==> config.mk <==
export PLATFORM = sky130hd
export DESIGN_NAME = undo_redo_stack_pair
export DESIGN_NICKNAME = d
export VERILOG_FILES = /design/src/rtl/core/urs_pkg.sv /design/src/rtl/core/urs_ram.sv /design/src/rtl/core/urs_ptr.sv /design/src/rtl/core/urs_exec.sv /design/src/rtl/core/undo_redo_stack_pair.sv
export SDC_FILE = /design/constraint.sdc
export NUM_CORES = 1
export LEC_CHECK = 0
export ABC_CLOCK_PERIOD_IN_PS = 4270
export BUFFER_PORTS_ARGS = -buffer_cell sky130_fd_sc_hd__buf_2
export CAP_MARGIN = 20
export CORE_MARGIN = 5
export CORE_UTILIZATION = 45
export DETAILED_ROUTE_END_ITERATION = 7
export SLEW_MARGIN = 0
export SYNTH_ARGS = -nofsm -noshare
export SYNTH_HDL_FRONTEND = slang
export SYNTH_SLANG_ARGS = --single-unit
==> constraint.sdc <==
create_clock -name clk -period 4.27 [get_ports clk]
set_input_delay 0.854 -clock clk [delete_from_list [all_inputs] [get_ports clk]]
set_output_delay 0.854 -clock clk [all_outputs]
set_load 0.02 [all_outputs]
==> src/rtl/core/urs_pkg.sv <==
// shared types and codes for the undo/redo stack pair
package urs_pkg;

    // command modes
    typedef enum logic [1:0] {
        MODE_PUSH = 2'd0,
        MODE_UNDO = 2'd1,
        MODE_REDO = 2'd2
    } mode_e;

    // result status codes
    typedef enum logic [1:0] {
        STAT_OK         = 2'd0,
        STAT_MAIN_FULL  = 2'd1,
        STAT_MAIN_EMPTY = 2'd2,
        STAT_HIST_EMPTY = 2'd3
    } status_e;

    // source of the song reported in a result
    typedef enum logic [1:0] {
        MOVED_NONE = 2'd0,
        MOVED_MAIN = 2'd1,
        MOVED_HIST = 2'd2
    } moved_sel_e;

    // command beat
    typedef struct packed {
        logic [1:0] mode;
        logic [7:0] song_id;
    } urs_cmd_t;

    // result beat
    typedef struct packed {
        logic [1:0] status;
        logic [7:0] moved_song;
        logic       dropped_oldest;
        logic [3:0] main_count;
        logic [2:0] history_count;
    } urs_rsp_t;

    // per-command control decoded at accept time
    typedef struct packed {
        logic       main_we;
        logic       main_src_hist;
        logic       hist_we;
        moved_sel_e moved_sel;
        status_e    status;
        logic       dropped;
    } urs_flags_t;

endpackage

==> src/rtl/core/urs_ram.sv <==
// generic single-port-write, registered-read ram
module urs_ram #(
    parameter int WIDTH = 8,
    parameter int DEPTH = 16
) (
    input  logic                                   clk,
    input  logic                                   we,
    input  logic [(DEPTH > 1 ? $clog2(DEPTH) : 1)-1:0] waddr,
    input  logic [WIDTH-1:0]                       wdata,
    input  logic                                   re,
    input  logic [(DEPTH > 1 ? $clog2(DEPTH) : 1)-1:0] raddr,
    output logic [WIDTH-1:0]                       rdata
);

    logic [WIDTH-1:0] mem_reg [DEPTH];
    logic [WIDTH-1:0] rdata_reg;

    // write port
    always_ff @(posedge clk)
    begin
        if (we)
        begin
            mem_reg[waddr] <= wdata;
        end
    end

    // registered read port, holds when not read
    always_ff @(posedge clk)
    begin
        if (re)
        begin
            rdata_reg <= mem_reg[raddr];
        end
    end

    assign rdata = rdata_reg;

endmodule

==> src/rtl/core/urs_ptr.sv <==
// stack depths, history ring pointer and command decode
module urs_ptr #(
    parameter int MAIN_DEPTH    = 10,
    parameter int HISTORY_DEPTH = 5
) (
    input  logic                                           clk,
    input  logic                                           rst_n,
    input  logic                                           accept,
    input  logic [1:0]                                     mode,
    output urs_pkg::urs_flags_t                            flags,
    output logic [(MAIN_DEPTH > 1 ? $clog2(MAIN_DEPTH) : 1)-1:0]       main_raddr,
    output logic [(MAIN_DEPTH > 1 ? $clog2(MAIN_DEPTH) : 1)-1:0]       main_waddr,
    output logic [(HISTORY_DEPTH > 1 ? $clog2(HISTORY_DEPTH) : 1)-1:0] hist_raddr,
    output logic [(HISTORY_DEPTH > 1 ? $clog2(HISTORY_DEPTH) : 1)-1:0] hist_waddr,
    output logic [$clog2(MAIN_DEPTH+1)-1:0]                main_count,
    output logic [$clog2(HISTORY_DEPTH+1)-1:0]             hist_count
);
    import urs_pkg::*;

    localparam int MAW = (MAIN_DEPTH > 1) ? $clog2(MAIN_DEPTH) : 1;
    localparam int MCW = $clog2(MAIN_DEPTH + 1);
    localparam int HAW = (HISTORY_DEPTH > 1) ? $clog2(HISTORY_DEPTH) : 1;
    localparam int HCW = $clog2(HISTORY_DEPTH + 1);

    logic [MCW-1:0] main_cnt_reg, main_cnt_next;
    logic [HCW-1:0] hist_cnt_reg, hist_cnt_next;
    logic [HAW-1:0] hist_old_reg, hist_old_next;

    logic           main_full, main_empty, hist_full, hist_empty;
    logic [HAW-1:0] hist_old_inc;
    logic [HAW-1:0] ring_rd, ring_wr;

    // ring slot at offset from the oldest entry, both below the depth
    function automatic logic [HAW-1:0] ring_slot(input logic [HAW-1:0] base,
                                                 input logic [HCW-1:0] off);
        logic [HCW:0] sum;
        sum = (HCW+1)'(base) + (HCW+1)'(off);
        if (sum >= (HCW+1)'(HISTORY_DEPTH))
        begin
            sum = sum - (HCW+1)'(HISTORY_DEPTH);
        end
        return HAW'(sum);
    endfunction

    // occupancy flags and ring addresses
    always_comb
    begin
        main_full    = (main_cnt_reg == MCW'(MAIN_DEPTH));
        main_empty   = (main_cnt_reg == '0);
        hist_full    = (hist_cnt_reg == HCW'(HISTORY_DEPTH));
        hist_empty   = (hist_cnt_reg == '0);
        hist_old_inc = (hist_old_reg == HAW'(HISTORY_DEPTH - 1)) ? '0
                                                                 : hist_old_reg + 1'b1;
        ring_rd      = ring_slot(hist_old_reg, hist_cnt_reg - 1'b1);
        ring_wr      = hist_full ? ring_slot(hist_old_inc, HCW'(HISTORY_DEPTH - 1))
                                 : ring_slot(hist_old_reg, hist_cnt_reg);
    end

    // command decode and next depths
    always_comb
    begin
        main_cnt_next = main_cnt_reg;
        hist_cnt_next = hist_cnt_reg;
        hist_old_next = hist_old_reg;
        flags         = '0;
        flags.status    = STAT_OK;
        flags.moved_sel = MOVED_NONE;
        main_raddr    = MAW'(main_cnt_reg - 1'b1);
        main_waddr    = MAW'(main_cnt_reg);
        hist_raddr    = ring_rd;
        hist_waddr    = ring_wr;
        case (mode)
            MODE_PUSH:
            begin
                if (main_full)
                begin
                    flags.status = STAT_MAIN_FULL;
                end
                else
                begin
                    flags.main_we = 1'b1;
                    main_cnt_next = main_cnt_reg + 1'b1;
                end
            end
            MODE_UNDO:
            begin
                if (main_empty)
                begin
                    flags.status = STAT_MAIN_EMPTY;
                end
                else
                begin
                    main_cnt_next   = main_cnt_reg - 1'b1;
                    flags.moved_sel = MOVED_MAIN;
                    flags.hist_we   = 1'b1;
                    if (hist_full)
                    begin
                        // oldest entry gives way, its slot takes the new one
                        hist_old_next = hist_old_inc;
                        flags.dropped = 1'b1;
                    end
                    else
                    begin
                        hist_cnt_next = hist_cnt_reg + 1'b1;
                    end
                end
            end
            MODE_REDO:
            begin
                if (hist_empty)
                begin
                    flags.status = STAT_HIST_EMPTY;
                end
                else
                begin
                    hist_cnt_next   = hist_cnt_reg - 1'b1;
                    flags.moved_sel = MOVED_HIST;
                    if (main_full)
                    begin
                        // popped song is lost
                        flags.status = STAT_MAIN_FULL;
                    end
                    else
                    begin
                        flags.main_we       = 1'b1;
                        flags.main_src_hist = 1'b1;
                        main_cnt_next       = main_cnt_reg + 1'b1;
                    end
                end
            end
            default:
            begin
                flags.status = STAT_OK;
            end
        endcase
    end

    assign main_count = main_cnt_next;
    assign hist_count = hist_cnt_next;

    // depth and ring pointer state
    always_ff @(posedge clk or negedge rst_n)
    begin
        if (!rst_n)
        begin
            main_cnt_reg <= '0;
            hist_cnt_reg <= '0;
            hist_old_reg <= '0;
        end
        else if (accept)
        begin
            main_cnt_reg <= main_cnt_next;
            hist_cnt_reg <= hist_cnt_next;
            hist_old_reg <= hist_old_next;
        end
    end

endmodule

==> src/rtl/core/urs_exec.sv <==
// execute stage: song stores, write-back and read bypass
module urs_exec #(
    parameter int MAIN_DEPTH    = 10,
    parameter int HISTORY_DEPTH = 5,
    parameter int SONG_BITS     = 8
) (
    input  logic                                           clk,
    input  logic                                           rst_n,
    input  logic                                           advance,
    input  logic                                           accept,
    input  logic [7:0]                                     song_id,
    input  urs_pkg::urs_flags_t                            flags,
    input  logic [(MAIN_DEPTH > 1 ? $clog2(MAIN_DEPTH) : 1)-1:0]       main_raddr,
    input  logic [(MAIN_DEPTH > 1 ? $clog2(MAIN_DEPTH) : 1)-1:0]       main_waddr,
    input  logic [(HISTORY_DEPTH > 1 ? $clog2(HISTORY_DEPTH) : 1)-1:0] hist_raddr,
    input  logic [(HISTORY_DEPTH > 1 ? $clog2(HISTORY_DEPTH) : 1)-1:0] hist_waddr,
    input  logic [$clog2(MAIN_DEPTH+1)-1:0]                main_count,
    input  logic [$clog2(HISTORY_DEPTH+1)-1:0]             hist_count,
    output logic                                           busy,
    output urs_pkg::urs_rsp_t                              result
);
    import urs_pkg::*;

    localparam int MAW = (MAIN_DEPTH > 1) ? $clog2(MAIN_DEPTH) : 1;
    localparam int MCW = $clog2(MAIN_DEPTH + 1);
    localparam int HAW = (HISTORY_DEPTH > 1) ? $clog2(HISTORY_DEPTH) : 1;
    localparam int HCW = $clog2(HISTORY_DEPTH + 1);

    logic                 s1_valid_reg;
    urs_flags_t           s1_flags_reg;
    logic [SONG_BITS-1:0] s1_song_reg;
    logic [MAW-1:0]       s1_mwaddr_reg;
    logic [HAW-1:0]       s1_hwaddr_reg;
    logic [MCW-1:0]       s1_mcnt_reg;
    logic [HCW-1:0]       s1_hcnt_reg;
    logic                 s1_mbyp_reg, s1_mbyp_next;
    logic                 s1_hbyp_reg, s1_hbyp_next;
    logic [SONG_BITS-1:0] s1_mbyp_data_reg;
    logic [SONG_BITS-1:0] s1_hbyp_data_reg;

    logic [SONG_BITS-1:0] main_q, hist_q;
    logic [SONG_BITS-1:0] main_rd, hist_rd;
    logic [SONG_BITS-1:0] main_wdata, hist_wdata;
    logic                 main_we, hist_we;
    logic [SONG_BITS-1:0] moved;

    // read data, taking the write that landed alongside the read
    always_comb
    begin
        main_rd    = s1_mbyp_reg ? s1_mbyp_data_reg : main_q;
        hist_rd    = s1_hbyp_reg ? s1_hbyp_data_reg : hist_q;
        main_wdata = s1_flags_reg.main_src_hist ? hist_rd : s1_song_reg;
        hist_wdata = main_rd;
        main_we    = advance && s1_valid_reg && s1_flags_reg.main_we;
        hist_we    = advance && s1_valid_reg && s1_flags_reg.hist_we;
        s1_mbyp_next = main_we && (s1_mwaddr_reg == main_raddr);
        s1_hbyp_next = hist_we && (s1_hwaddr_reg == hist_raddr);
    end

    urs_ram #(
        .WIDTH (SONG_BITS),
        .DEPTH (MAIN_DEPTH)
    ) u_main_ram (
        .clk   (clk),
        .we    (main_we),
        .waddr (s1_mwaddr_reg),
        .wdata (main_wdata),
        .re    (accept),
        .raddr (main_raddr),
        .rdata (main_q)
    );

    urs_ram #(
        .WIDTH (SONG_BITS),
        .DEPTH (HISTORY_DEPTH)
    ) u_hist_ram (
        .clk   (clk),
        .we    (hist_we),
        .waddr (s1_hwaddr_reg),
        .wdata (hist_wdata),
        .re    (accept),
        .raddr (hist_raddr),
        .rdata (hist_q)
    );

    // stage valid
    always_ff @(posedge clk or negedge rst_n)
    begin
        if (!rst_n)
        begin
            s1_valid_reg <= 1'b0;
        end
        else if (advance)
        begin
            s1_valid_reg <= accept;
        end
    end

    // stage payload
    always_ff @(posedge clk)
    begin
        if (advance)
        begin
            s1_flags_reg     <= flags;
            s1_song_reg      <= SONG_BITS'(song_id);
            s1_mwaddr_reg    <= main_waddr;
            s1_hwaddr_reg    <= hist_waddr;
            s1_mcnt_reg      <= main_count;
            s1_hcnt_reg      <= hist_count;
            s1_mbyp_reg      <= s1_mbyp_next;
            s1_hbyp_reg      <= s1_hbyp_next;
            s1_mbyp_data_reg <= main_wdata;
            s1_hbyp_data_reg <= hist_wdata;
        end
    end

    // song reported in the result
    always_comb
    begin
        case (s1_flags_reg.moved_sel)
            MOVED_MAIN: moved = main_rd;
            MOVED_HIST: moved = hist_rd;
            default:    moved = '0;
        endcase
    end

    // result beat
    always_comb
    begin
        result.status         = s1_flags_reg.status;
        result.moved_song     = 8'(moved);
        result.dropped_oldest = s1_flags_reg.dropped;
        result.main_count     = 4'(s1_mcnt_reg);
        result.history_count  = 3'(s1_hcnt_reg);
    end

    assign busy = s1_valid_reg;

endmodule

==> src/rtl/core/undo_redo_stack_pair.sv <==
// top level of the bounded undo/redo stack pair
//
// Command channel cmd_valid/cmd_ready/cmd carries one beat per operation:
// push a song onto the main stack, undo (main stack to history ring) or
// redo (history ring back to the main stack). Every command beat yields
// exactly one beat on rsp_valid/rsp_ready/rsp with the status, the song
// that moved, the discard flag and both depths after the operation.
// A command taken is held in the execute stage register and then in the
// result register, which drives rsp. Throughput: one command per cycle
// while rsp_ready does not stall; the song stores are rams with a
// registered read, read at accept and written back from the execute stage,
// with a one-entry bypass covering a read of the slot being written.
// Reset clears both depths and the ring pointer and drops any beat in
// flight; store contents are not cleared and need no clearing pass.
// When the receiver holds rsp_ready low, the result register keeps its
// beat, the execute stage holds, and cmd_ready goes low until the result
// register frees up.
module undo_redo_stack_pair #(
    parameter int MAIN_DEPTH    = 10,
    parameter int HISTORY_DEPTH = 5,
    parameter int SONG_BITS     = 8
) (
    input  logic              clk,
    input  logic              rst_n,
    input  logic              cmd_valid,
    output logic              cmd_ready,
    input  urs_pkg::urs_cmd_t cmd,
    output logic              rsp_valid,
    input  logic              rsp_ready,
    output urs_pkg::urs_rsp_t rsp
);
    import urs_pkg::*;

    localparam int MAW = (MAIN_DEPTH > 1) ? $clog2(MAIN_DEPTH) : 1;
    localparam int MCW = $clog2(MAIN_DEPTH + 1);
    localparam int HAW = (HISTORY_DEPTH > 1) ? $clog2(HISTORY_DEPTH) : 1;
    localparam int HCW = $clog2(HISTORY_DEPTH + 1);

    logic           advance, accept, busy;
    urs_flags_t     flags;
    logic [MAW-1:0] main_raddr, main_waddr;
    logic [HAW-1:0] hist_raddr, hist_waddr;
    logic [MCW-1:0] main_count;
    logic [HCW-1:0] hist_count;
    urs_rsp_t       result;
    logic           rsp_valid_reg;
    urs_rsp_t       rsp_reg;

    // pipeline moves whenever the result register is free or being taken
    assign advance   = !rsp_valid_reg || rsp_ready;
    assign accept    = cmd_valid && advance;
    assign cmd_ready = advance;

    urs_ptr #(
        .MAIN_DEPTH    (MAIN_DEPTH),
        .HISTORY_DEPTH (HISTORY_DEPTH)
    ) u_ptr (
        .clk        (clk),
        .rst_n      (rst_n),
        .accept     (accept),
        .mode       (cmd.mode),
        .flags      (flags),
        .main_raddr (main_raddr),
        .main_waddr (main_waddr),
        .hist_raddr (hist_raddr),
        .hist_waddr (hist_waddr),
        .main_count (main_count),
        .hist_count (hist_count)
    );

    urs_exec #(
        .MAIN_DEPTH    (MAIN_DEPTH),
        .HISTORY_DEPTH (HISTORY_DEPTH),
        .SONG_BITS     (SONG_BITS)
    ) u_exec (
        .clk        (clk),
        .rst_n      (rst_n),
        .advance    (advance),
        .accept     (accept),
        .song_id    (cmd.song_id),
        .flags      (flags),
        .main_raddr (main_raddr),
        .main_waddr (main_waddr),
        .hist_raddr (hist_raddr),
        .hist_waddr (hist_waddr),
        .main_count (main_count),
        .hist_count (hist_count),
        .busy       (busy),
        .result     (result)
    );

    // result register valid
    always_ff @(posedge clk or negedge rst_n)
    begin
        if (!rst_n)
        begin
            rsp_valid_reg <= 1'b0;
        end
        else if (advance)
        begin
            rsp_valid_reg <= busy;
        end
    end

    // result register payload
    always_ff @(posedge clk)
    begin
        if (advance && busy)
        begin
            rsp_reg <= result;
        end
    end

    assign rsp_valid = rsp_valid_reg;
    assign rsp       = rsp_reg;

endmodule

==> results.txt, run 1 <==
----------------------------------------------------
[Layout]
  Most common cell after layout, fill and taps aside ... sky130_fd_sc_hd__edfxtp_1
  Commonest cells after routing, fill and taps aside ... sky130_fd_sc_hd__edfxtp_1 (202), sky130_fd_sc_hd__nor2_1 (45), sky130_fd_sc_hd__a21oi_1 (36)
  Multi-input combinational cell area ... 2935 µm²
  Antenna Diode Count ... 0
  Post-route design area ... 10820 µm²
  FILL cells ... 1758
  Share of post-route cells with drive strength above 1 ... 18.96%
  Net count reported at finish ... 718
  Fin cells ... 966
  Largest register FFs ... 80
  Sequential cell area ... 6366 µm²
  Area grow syn2layout ... 13.13%

[STA]
  Post-route worst hold slack ... 0.2288 ns
  Total negative slack for setup checks ... 0 ns
  Post-Route Skew ... 0.01404 ns
  Tightest Pin Transition ... 1.053 ns
  Peak Freq ... 293.9 MHz
  Remaining max-slew budget at the tightest pin ... 29.81%
  Final cycle utilization of the critical path ... 79.70%
  Final setup vio count ... 0
  Max-slew violation total from the final report ... 0
  Hold Violations, Final ... 0
  Setup repair after global routing missed its margin ... false
  Shortest period the worst path allows ... 3.403 ns

[Power and ir drop]
  Portion of total power attributed to combinational logic ... 42.8%
  Total internal power ... 5.998 mW
  P_sw ... 3.343 mW
  Switching share of power ... 35.79%
  P per Cell Area ... 863.2 nW/µm²
  Clock group share of total power ... 22.7%
  Worst IR drop on VDD ... 613.0 µV
  Relative contribution of sequential cells to total power ... 34.4%
  Static Leakage ... 3.887 nW
  Tot Pwr ... 9.341 mW

[Die]
  Chip height ... 155.8 µm
  Core area ... 20960 µm²
  Number of rows in the core area ... 53
  Starting Density ... 45.65%
  Die area ... 24270 µm²
  Width of the chip ... 155.8 µm
  Top Ports ... 34

[Logic synthesis]
  Synthesized flop and latch total ... 214
  Post-synthesis instance area ... 9565 µm²
  Mapped Avg Cell Area ... 15.21 µm²
  Post-synthesis cell count ... 629
  Number of enable flip-flop cells after synthesis ... 202
  Post-synthesis async set-or-reset flop share ... 5.607%
  Number of distinct library cell variants in the gate-level netlist after synthesis ... 72
  Ys Warns ... 0
  Syn Nets ... 673
  Sequential-to-total area share from yosys stat ... 66.55%
  Primary FF master, synth ... sky130_fd_sc_hd__edfxtp_1

[Placed design]
  Placement-stage cell area ... 10010 µm²
  Number of instances in the placed design ... 924
  Port Buf Inserts ... 33
  Final Wtd Congestion ... 0.8379
  Post-DP HPWL ... 12570 µm

[Worst setup path]
  Setup slack on the worst flop-to-flop path ... 0.87 ns
  Buf+Inv Stages, Crit Path ... 3
  Slowest-stage cell, CP ... sky130_fd_sc_hd__a221oi_4
  Worst Setup Path Type ... flop to flop
  Critical path's top delay family ... adder cells
  Endpoint type of the worst setup path ... flop
  Most repeated library cell on the critical path ... sky130_fd_sc_hd__inv_1
  Worst EP required ... 4.61 ns
  Type of origin of the critical path ... flop
  CP cell instances ... inv_1 > ha_1 > inv_1 > fa_1 > inv_1 > ha_1 > nand2b_1 > a221oi_4 > mux2i_1 > xnor2_1 > nor4_2
  Crit path arrival time ... 3.74 ns
  Longest individual stage delay on the worst path ... 0.70 ns
  Biggest fanout along the worst timing path ... 16

[Global route]
  Largest net degree at the start of global routing ... 42
  Via count of the first global-routing pass ... 5445
  Global router's overall resource usage ... 15.21%
  Initial antenna violation count ... 0
  Overflow left after global routing ... 0
  First-pass GRT wire length ... 29260 µm

[Route]
  Routed length on met1 ... 8068 µm
  Post-detailed-route DRC marker count ... 0
  DRT Pass-1 Iters ... 5
  WL per Instance ... 18.89 µm
  Met2 Routed Length ... 9074 µm
  Total number of vias ... 5274
  Routed wire length ... 18250 µm
  DR WL met3 ... 783 µm
  Uppermost layer routed ... met4
  ANT nets after route ... 0
  Initial drt markers ... 312
  Routed via count divided by cell count ... 5.460

[Clock tree]
  Number of resized instances in the post-cts repair step ... 0
  Level count of the clock H-tree ... 1
  Maximum clock insertion buffer count ... 3
  Latest clock arrival within the worst-skew pair ... 0.52 ns
  Number of buffers added by the clock tree synthesis step ... 23
  CTS tree ... built
  Reg clk slew, reported paths ... 0.06 ns
  Cell at the root of the clock tree ... sky130_fd_sc_hd__clkbuf_16
  Number of buffers inserted by post-CTS setup repair ... 0
  Total number of clock tree sinks ... 214
  Number of buffers inserted for hold repair after clock tree synthesis ... 0

[Flow run]
  Number of max-capacitance violations reported ... 0

[Outcome]
  Result of the run ... completed

[Hold path]
  Worst hold path class ... input port to async pin

----------------------------------------------------
-- through the flow --
step,util (%),setup WS (ns)
after global routing,51.64,0.6211
after global placement,47.75,0.9307
after detailed placement,47.75,0.8665
after CTS,51.64,0.8485
after floorplan,-,1.121
final,51.64,0.8670
-- metal layers --
layer	vias to the layer above	GRT usage, %
met5	-	0
met4	0	4.252
met3	27	2.441
met2	110	25.76
met1	2626	20.49
li1	2511	-
-- area by class of cell --
class / count / area share [%]
Sequential cell: 214 / 58.83
Multi-Input combinational cell: 362 / 27.12
Clock buffer: 28 / 5.584
Tap cell: 275 / 3.180
Timing Repair Buffer: 45 / 2.359
Clock inverter: 14 / 1.954
Inverter: 28 / 0.9712
-- power groups by stage --
| stage | logic, mW | registers [mW] | clock network, mW |
|---|---|---|---|
| 2_1_floorplan | 3.39 | 3.19 | 0 |
| 3_3_place_gp | 3.88 | 3.24 | 0 |
| 3_5_place_dp | 4.02 | 3.26 | 0 |
| 4_1_cts | 4.03 | 3.22 | 2.17 |
| 5_1_grt | 4.44 | 3.26 | 2.26 |
| 6_report | 4.00 | 3.22 | 2.12 |
-- cell families (layout without fill, tap and decap cells) --
| group | count (synthesis) | count (layout) | synth area share (%) |
|---|---|---|---|
| AND/OR/NAND/NOR | 140 | 140 | 7.430 |
| multiplexers | 61 | 61 | 9.026 |
| buffers and inverters | 53 | 115 | 2.786 |
| flip-flops | 214 | 214 | 66.55 |
| AO/OA/AOI/OAI | 116 | 116 | 8.516 |
| XOR/XNOR | 15 | 15 | 1.609 |
| adder cells (fa/ha/maj) | 30 | 30 | 4.081 |
-- final timing paths --
path | start | endpoint | depth (start not counted)
min in group clk | u_exec.s1_mcnt_reg[0]$_DFFE_PN_ | rsp[3]$_DFFE_PP_ | 0
setup reg to reg | u_ptr.hist_cnt_reg[0]$_DFFE_PN0P_ | u_exec.s1_hbyp_reg$_DFFE_PN_ | 11
setup / recovery | u_ptr.hist_cnt_reg[0]$_DFFE_PN0P_ | u_exec.s1_hbyp_reg$_DFFE_PN_ | 11
hold reg to reg | u_exec.s1_mcnt_reg[0]$_DFFE_PN_ | rsp[3]$_DFFE_PP_ | 0
max in group asynchronous | rst_n | u_ptr.main_waddr[0]$_DFFE_PN0P_ | 1
hold / removal | rst_n | u_ptr.main_waddr[3]$_DFFE_PN0P_ | 1
-- Yosys cell counts (14+ instances only) --
library cell / count / share of area [%]
sky130_fd_sc_hd__o21ai_0: 16 / 0.84
sky130_fd_sc_hd__mux2i_1: 30 / 3.1
sky130_fd_sc_hd__nand2_1: 24 / 0.94
sky130_fd_sc_hd__inv_1: 27 / 1.1
sky130_fd_sc_hd__nor3_1: 14 / 0.73
sky130_fd_sc_hd__nor2_1: 45 / 1.8
sky130_fd_sc_hd__a211oi_1: 15 / 1.2
sky130_fd_sc_hd__nor2b_1: 23 / 1.5
sky130_fd_sc_hd__edfxtp_1: 202 / 63
sky130_fd_sc_hd__ha_1: 28 / 3.7
sky130_fd_sc_hd__a21oi_1: 36 / 1.9
sky130_fd_sc_hd__mux4_2: 19 / 4.5
Note: power is estimated with default switching activity, not from simulation.
==> run 2, diff against run 1 <==
--- a/config.mk
+++ b/config.mk
@@ -5,7 +5,7 @@
 export SDC_FILE = /design/constraint.sdc
 export NUM_CORES = 1
 export LEC_CHECK = 0
-export ABC_CLOCK_PERIOD_IN_PS = 4270
+export ABC_CLOCK_PERIOD_IN_PS = 2800
 export BUFFER_PORTS_ARGS = -buffer_cell sky130_fd_sc_hd__buf_2
 export CAP_MARGIN = 20
 export CORE_MARGIN = 5
==> constraint.sdc (replaced) <==
create_clock -name clk -period 2.8 [get_ports clk]
set_input_delay 0.56 -clock clk [delete_from_list [all_inputs] [get_ports clk]]
set_output_delay 0.56 -clock clk [all_outputs]
set_load 0.02 [all_outputs]
==> results.txt, run 2 (synthesis gave the netlist of run 1 again) <==
----------------------------------------------------
[Outcome]
  Result of the run ... complete, but fails checks
  Failing checks ... setup timing

[Die]
  Top Ports ... 34 (unchanged)
  Width of the chip ... 155.8 µm (unchanged)
  Chip height ... 155.8 µm (unchanged)
  Die area ... 24270 µm² (unchanged)
  Core area ... 20960 µm² (unchanged)
  Starting Density ... 45.65% (unchanged)
  Number of rows in the core area ... 53 (unchanged)

[Power and ir drop]
  Total internal power ... 9.856 mW (+64%)
  Worst IR drop on VDD ... 586.1 µV (-4.4%)
  P_sw ... 5.546 mW (+66%)
  P per Cell Area ... 1382 nW/µm² (+60%)
  Tot Pwr ... 15.40 mW (+65%)
  Switching share of power ... 36.01% (+0.22 points)
  Portion of total power attributed to combinational logic ... 49.3% (+6.5 points)
  Clock group share of total power ... 18.9% (-3.8 points)
  Relative contribution of sequential cells to total power ... 31.7% (-2.7 points)
  Static Leakage ... 4.029 nW (+3.6%)

[Layout]
  Net count reported at finish ... 749 (+4.3%)
  Largest register FFs ... 80 (unchanged)
  Antenna Diode Count ... 0 (unchanged)
  FILL cells ... 1759 (+0.057%)
  Fin cells ... 997 (+3.2%)
  Post-route design area ... 11140 µm² (+3.0%)
  Share of post-route cells with drive strength above 1 ... 24.93% (+6.0 points)
  Most common cell after layout, fill and taps aside ... sky130_fd_sc_hd__edfxtp_1
  Area grow syn2layout ... 16.51%
  Commonest cells after routing, fill and taps aside ... sky130_fd_sc_hd__edfxtp_1 (202), sky130_fd_sc_hd__nor2_1 (45), sky130_fd_sc_hd__buf_4 (37)
  Layout Utilization ... 53.18% (+1.5 points)

[Route]
  Routed wire length ... 19090 µm (+4.6%)
  WL per Instance ... 19.15 µm (+1.4%)
  Routed via count divided by cell count ... 5.480 (+0.38%)
  Total number of vias ... 5464 (+3.6%)
  ANT nets after route ... 0 (unchanged)
  DRT Pass-1 Iters ... 5 (unchanged)
  Post-detailed-route DRC marker count ... 0 (unchanged)
  Initial drt markers ... 334 (+7.1%)

[Clock tree]
  Total number of clock tree sinks ... 214 (unchanged)
  Reg clk slew, reported paths ... 0.06 ns (about the same)
  Number of buffers added by the clock tree synthesis step ... 23 (unchanged)
  Maximum clock insertion buffer count ... 3 (unchanged)
  Latest clock arrival within the worst-skew pair ... 0.51 ns (about the same)
  CTS tree ... built
  Level count of the clock H-tree ... 1 (unchanged)
  Cell at the root of the clock tree ... sky130_fd_sc_hd__clkbuf_16

[Placed design]
  Number of instances in the placed design ... 947 (+2.5%)
  Port Buf Inserts ... 33 (unchanged)
  Final Wtd Congestion ... 0.8259 (-1.4%)
  Placement-stage cell area ... 10250 µm² (+2.5%)
  Post-DP HPWL ... 13010 µm (+3.5%)
  Place WS ... -0.02130 ns (-0.8878 ns)

[Global route]
  Overflow left after global routing ... 0 (unchanged)
  Via count of the first global-routing pass ... 5489 (+0.81%)
  Largest net degree at the start of global routing ... 37 (-12%)
  Initial antenna violation count ... 0 (unchanged)
  First-pass GRT wire length ... 29980 µm (+2.5%)
  Global router's overall resource usage ... 15.55% (+0.35 points)

[STA]
  Remaining max-slew budget at the tightest pin ... 43.78% (+14 points)
  Final cycle utilization of the critical path ... 100.8% (+21 points)
  Setup repair after global routing missed its margin ... true
  Post-route worst hold slack ... 0.2351 ns (+0.006283 ns)
  Total negative slack for setup checks ... -0.02218 ns (-0.02218 ns)
  Hold Violations, Final ... 0 (unchanged)
  Final Worst Setup Slack ... -0.02218 ns (-0.8892 ns)
  Post-Route Skew ... 0.01655 ns (+0.002508 ns)
  Tightest Pin Transition ... 0.8432 ns (-0.2096 ns)
  Max-slew violation total from the final report ... 0 (unchanged)
  Final setup vio count ... 1 (+1)
  Shortest period the worst path allows ... 2.822 ns (-0.5808 ns)
  Peak Freq ... 354.3 MHz (+21%)

[Worst setup path]
  Worst Setup Path Type ... flop to flop
  Type of origin of the critical path ... flop
  Endpoint type of the worst setup path ... flop
  Worst EP required ... 3.18 ns (-1.43 ns)
  Crit path arrival time ... 3.20 ns (-0.54 ns)
  Biggest fanout along the worst timing path ... 7 (-9)

[Hold path]
  Worst hold path class ... input port to flop

[Flow run]
  Number of max-capacitance violations reported ... 0 (unchanged)

----------------------------------------------------
## run 2: metal layers
layer	share of wire (%)	vias up	track usage, %
met5	0	-	0
met4	2.4	0	4.002
met3	5.3	39	2.635
met2	49	144	25.74
met1	43	2697	21.56
li1	-	2584	-
## run 2: critical path, cell delays in order, from the launching register on
cell and delay, ns:
sky130_fd_sc_hd__dfrtp_2 0.37, sky130_fd_sc_hd__inv_2 0.06, sky130_fd_sc_hd__ha_4 0.27, sky130_fd_sc_hd__inv_2 0.04, sky130_fd_sc_hd__fa_2 0.55, sky130_fd_sc_hd__inv_4 0.05
sky130_fd_sc_hd__ha_4 0.14, sky130_fd_sc_hd__nand2b_4 0.14, sky130_fd_sc_hd__a221oi_4 0.30, sky130_fd_sc_hd__buf_6 0.16, sky130_fd_sc_hd__buf_12 0.11, sky130_fd_sc_hd__o311ai_2 0.10
sky130_fd_sc_hd__o311ai_1 0.12, sky130_fd_sc_hd__o221a_2 0.25
## run 2: final cells by class
class | instances | area [µm²] | area share [%]
sequential | 214 | 6369 | 57.15
multi-input combinational | 362 | 3054 | 27.41
clock buffer | 33 | 663.1 | 5.950
timing repair buffer | 76 | 534.3 | 4.794
tap | 275 | 344.1 | 3.087
inverter | 28 | 107.6 | 0.9655
clock inverter | 9 | 72.57 | 0.6512
## run 2: path summary, 6_finish.rpt
kind / start / to / slack (ns) / cells after the start
max: u_ptr.hist_cnt_reg[0]$_DFFE_PN0P_ / u_exec.u_hist_ram.rdata[1]$_DFFE_PP_ / -0.02 / 13
min: cmd[4] / u_exec.s1_song_reg[4]$_DFFE_PN_ / 0.24 / 1
max reg2reg: u_ptr.hist_cnt_reg[0]$_DFFE_PN0P_ / u_exec.u_hist_ram.rdata[1]$_DFFE_PP_ / -0.02 / 13
min reg2reg: u_exec.s1_mcnt_reg[2]$_DFFE_PN_ / rsp[5]$_DFFE_PP_ / 0.41 / 0
max in group asynchronous: rst_n / u_ptr.main_waddr[0]$_DFFE_PN0P_ / 2.04 / 2
min in group asynchronous: rst_n / u_ptr.main_waddr[2]$_DFFE_PN0P_ / 0.49 / 2
## run 2: power by group through the flow
stage | clock network (mW) | registers, mW | logic (mW)
after floorplan | 0 | 4.87 | 5.39
after CTS | 2.99 | 4.89 | 6.92
after detailed placement | 0 | 4.95 | 6.86
after global placement | 0 | 4.94 | 6.57
after global routing | 3.11 | 4.95 | 8.22
final | 2.92 | 4.89 | 7.60
## run 2: timing repair
action | 4_1_cts | 5_1_grt
gates cloned | 0 | 1
gates resized for setup | 3 | 17
buffers inserted | 0 | 6
endpoints found under the hold margin | 12 | 0
pin swaps | 0 | 5
endpoints found under the setup margin | 2 | 12
hold buffers | 1 | 0
==> run 3, diff against run 2 <==
--- a/config.mk
+++ b/config.mk
@@ -9,7 +9,7 @@
 export BUFFER_PORTS_ARGS = -buffer_cell sky130_fd_sc_hd__buf_2
 export CAP_MARGIN = 20
 export CORE_MARGIN = 5
-export CORE_UTILIZATION = 45
+export CORE_UTILIZATION = 30
 export DETAILED_ROUTE_END_ITERATION = 7
 export SLEW_MARGIN = 0
 export SYNTH_ARGS = -nofsm -noshare
==> results.txt, run 3 (synthesis gave the netlist of run 1 again) <==
----------------------------------------------------
[Power and ir drop]
  Clock group share of total power ... 17.8% (-1.1 points)
  Portion of total power attributed to combinational logic ... 49.2% (about the same)
  P_sw ... 5.343 mW (-3.7%)
  P per Cell Area ... 1326 nW/µm² (-4.0%)
  Relative contribution of sequential cells to total power ... 33.0% (+1.3 points)
  Worst IR drop on VDD ... 747.0 µV (+27%)
  Static Leakage ... 3.971 nW (-1.4%)
  Total internal power ... 9.491 mW (-3.7%)
  Switching share of power ... 36.02% (about the same)

[STA]
  Post-Route Skew ... 0.01780 ns (+0.001254 ns)
  Final cycle utilization of the critical path ... 100.7% (about the same)
  Final setup vio count ... 4 (+3)
  Setup repair after global routing missed its margin ... true
  Shortest period the worst path allows ... 2.821 ns (-0.001633 ns)
  Final Worst Setup Slack ... -0.02054 ns (+0.001633 ns)
  Max-slew violation total from the final report ... 0 (unchanged)
  Peak Freq ... 354.5 MHz (about the same)
  Remaining max-slew budget at the tightest pin ... 41.78% (-2.0 points)
  Hold Violations, Final ... 0 (unchanged)
  Tightest Pin Transition ... 0.8690 ns (+0.02572 ns)
  Post-route worst hold slack ... 0.2197 ns (-0.01542 ns)

[Worst setup path]
  Biggest fanout along the worst timing path ... 8 (+1)
  Count of cells along the worst register-to-register path ... 12 (-1)
  Worst Setup Path Type ... flop to flop
  Critical R2R Capture ... u_exec.u_hist_ram.rdata[5]$_DFFE_PP_
  Slowest-stage cell, CP ... sky130_fd_sc_hd__fa_2
  Critical path's top delay family ... adder cells
  Crit path arrival time ... 3.20 ns (about the same)
  Longest individual stage delay on the worst path ... 0.57 ns (+0.02 ns)
  Setup slack on the worst flop-to-flop path ... -0.02 ns (about the same)
  Endpoint type of the worst setup path ... flop
  Reg-to-reg startpoint ... u_ptr.hist_cnt_reg[0]$_DFFE_PN0P_
  Buf+Inv Stages, Crit Path ... 5 (unchanged)
  Worst EP required ... 3.18 ns (about the same)
  Type of origin of the critical path ... flop
  CP cell instances ... inv_4 > ha_4 > inv_2 > fa_2 > inv_4 > ha_4 > nand2b_4 > a221oi_4 > buf_6 > buf_12 > mux4_2 > a21oi_2

[Die]
  Chip height ... 188.6 µm (+21%)
  Starting Density ... 30.31% (-15 points)
  Core area ... 31560 µm² (+51%)
  Top Ports ... 34 (unchanged)
  Die area ... 35560 µm² (+46%)
  Width of the chip ... 188.6 µm (+21%)
  Number of rows in the core area ... 65 (+23%)

[Global route]
  Largest net degree at the start of global routing ... 35 (-5.4%)
  Initial antenna violation count ... 0 (unchanged)
  Global router's overall resource usage ... 9.984% (-5.6 points)
  First-pass GRT wire length ... 28930 µm (-3.5%)
  Via count of the first global-routing pass ... 5359 (-2.4%)
  Overflow left after global routing ... 0 (unchanged)

[Clock tree]
  CTS tree ... built
  Cell at the root of the clock tree ... sky130_fd_sc_hd__clkbuf_16
  Reg clk slew, reported paths ... 0.06 ns (about the same)
  Total number of clock tree sinks ... 214 (unchanged)
  Maximum clock insertion buffer count ... 3 (unchanged)
  Level count of the clock H-tree ... 1 (unchanged)
  Latest clock arrival within the worst-skew pair ... 0.51 ns (about the same)
  Number of buffers added by the clock tree synthesis step ... 22 (-4.3%)

[Flow run]
  Number of max-capacitance violations reported ... 0 (unchanged)

[Placed design]
  Post-DP HPWL ... 12680 µm (-2.6%)
  Placement-stage cell area ... 10420 µm² (+1.6%)
  Final Wtd Congestion ... 0.7798 (-5.6%)
  Number of instances in the placed design ... 1073 (+13%)
  Place WS ... 0.02703 ns (+0.04833 ns)
  Port Buf Inserts ... 33 (unchanged)

[Layout]
  Area grow syn2layout ... 16.91%
  Most common cell after layout, fill and taps aside ... sky130_fd_sc_hd__edfxtp_1
  Net count reported at finish ... 744 (-0.67%)
  Share of post-route cells with drive strength above 1 ... 23.77% (-1.2 points)
  Antenna Diode Count ... 0 (unchanged)
  Largest register FFs ... 80 (unchanged)
  Post-route design area ... 11180 µm² (+0.35%)
  Fin cells ... 1113 (+12%)
  Commonest cells after routing, fill and taps aside ... sky130_fd_sc_hd__edfxtp_1 (202), sky130_fd_sc_hd__nor2_1 (45), sky130_fd_sc_hd__a21oi_1 (35)

[Route]
  Initial drt markers ... 298 (-11%)
  Routed length on met1 ... 7710 µm (-6.5%)
  DRT Pass-1 Iters ... 5 (unchanged)
  WL per Instance ... 16.13 µm (-16%)
  DR WL met3 ... 955 µm (-5.4%)
  ANT nets after route ... 0 (unchanged)
  Routed via count divided by cell count ... 4.733 (-14%)
  Total number of vias ... 5268 (-3.6%)
  Met2 Routed Length ... 8964 µm (-4.5%)
  Post-detailed-route DRC marker count ... 0 (unchanged)
  Routed wire length ... 17950 µm (-6.0%)
  Uppermost layer routed ... met4

[Hold path]
  Endpoint with the worst hold slack ... u_exec.s1_song_reg[5]$_DFFE_PN_
  WHS Path Cells ... 1 (unchanged)
  Worst hold start ... cmd[5]
  Worst hold path class ... input port to flop

[Outcome]
  Failing checks ... setup timing
  Result of the run ... complete, but fails checks

----------------------------------------------------
[run 3: power by group through the flow]
stage	clock (mW)	sequential, mW	combinational [mW]
final	2.65	4.89	7.30
after global routing	2.88	4.95	8.00
after CTS	2.73	4.89	6.75
after detailed placement	0	4.95	6.73
after global placement	0	4.94	6.53
after floorplan	0	4.87	5.39
[run 3: metal layers]
layer / vias to the layer above / GRT usage, %
li1: 2558 / -
met1: 2569 / 12.82
met2: 112 / 17.67
met3: 29 / 1.630
met4: 0 / 2.522
met5: - / 0
[run 3: worst max path at each step]
stage                     slack [ns]  cells past startpoint                                    to                         startpoint
after floorplan                -0.15                     14  u_exec.u_hist_ram.rdata[0]$_DFFE_PP_  u_ptr.hist_cnt_reg[1]$_DFFE_PN0P_
after global placement          0.12                     10  u_exec.u_hist_ram.rdata[4]$_DFFE_PP_  u_ptr.hist_cnt_reg[0]$_DFFE_PN0P_
after detailed placement        0.03                     10  u_exec.u_hist_ram.rdata[3]$_DFFE_PP_  u_ptr.hist_cnt_reg[0]$_DFFE_PN0P_
after CTS                       0.03                     10  u_exec.u_hist_ram.rdata[3]$_DFFE_PP_  u_ptr.hist_cnt_reg[0]$_DFFE_PN0P_
after global routing           -0.11                     13  u_exec.u_hist_ram.rdata[1]$_DFFE_PP_  u_ptr.hist_cnt_reg[0]$_DFFE_PN0P_
final                          -0.02                     12  u_exec.u_hist_ram.rdata[5]$_DFFE_PP_  u_ptr.hist_cnt_reg[0]$_DFFE_PN0P_
[run 3: timing repair]
| action | CTS | global route |
|---|---|---|
| buffers inserted | 0 | 3 |
| resized for setup | 0 | 17 |
| endpoints found under the setup margin | 0 | 12 |
| hold buffers | 1 | 0 |
| hold endpoints to repair | 12 | 0 |
[run 3: layout make-up]
class                           instances  area [µm²]
Clock inverter                          8       58.81
Inverter                               28       110.1
Multi-Input combinational cell        362        3047
Fill cell                            3008       20370
Clock buffer                           27       589.3
Sequential cell                       214        6369
Timing Repair Buffer                   72       506.7
Tap cell                              402       503.0
[run 3: through the flow]
stage / power (mW) / TNS, ns / utilization (%)
after floorplan: 10.26 / -1.307 / -
after global placement: 11.47 / 0 / 33.02
after detailed placement: 11.68 / 0 / 33.02
after CTS: 14.37 / 0 / 35.10
after global routing: 15.83 / -0.9598 / 35.44
final: 14.83 / -0.03739 / 35.44
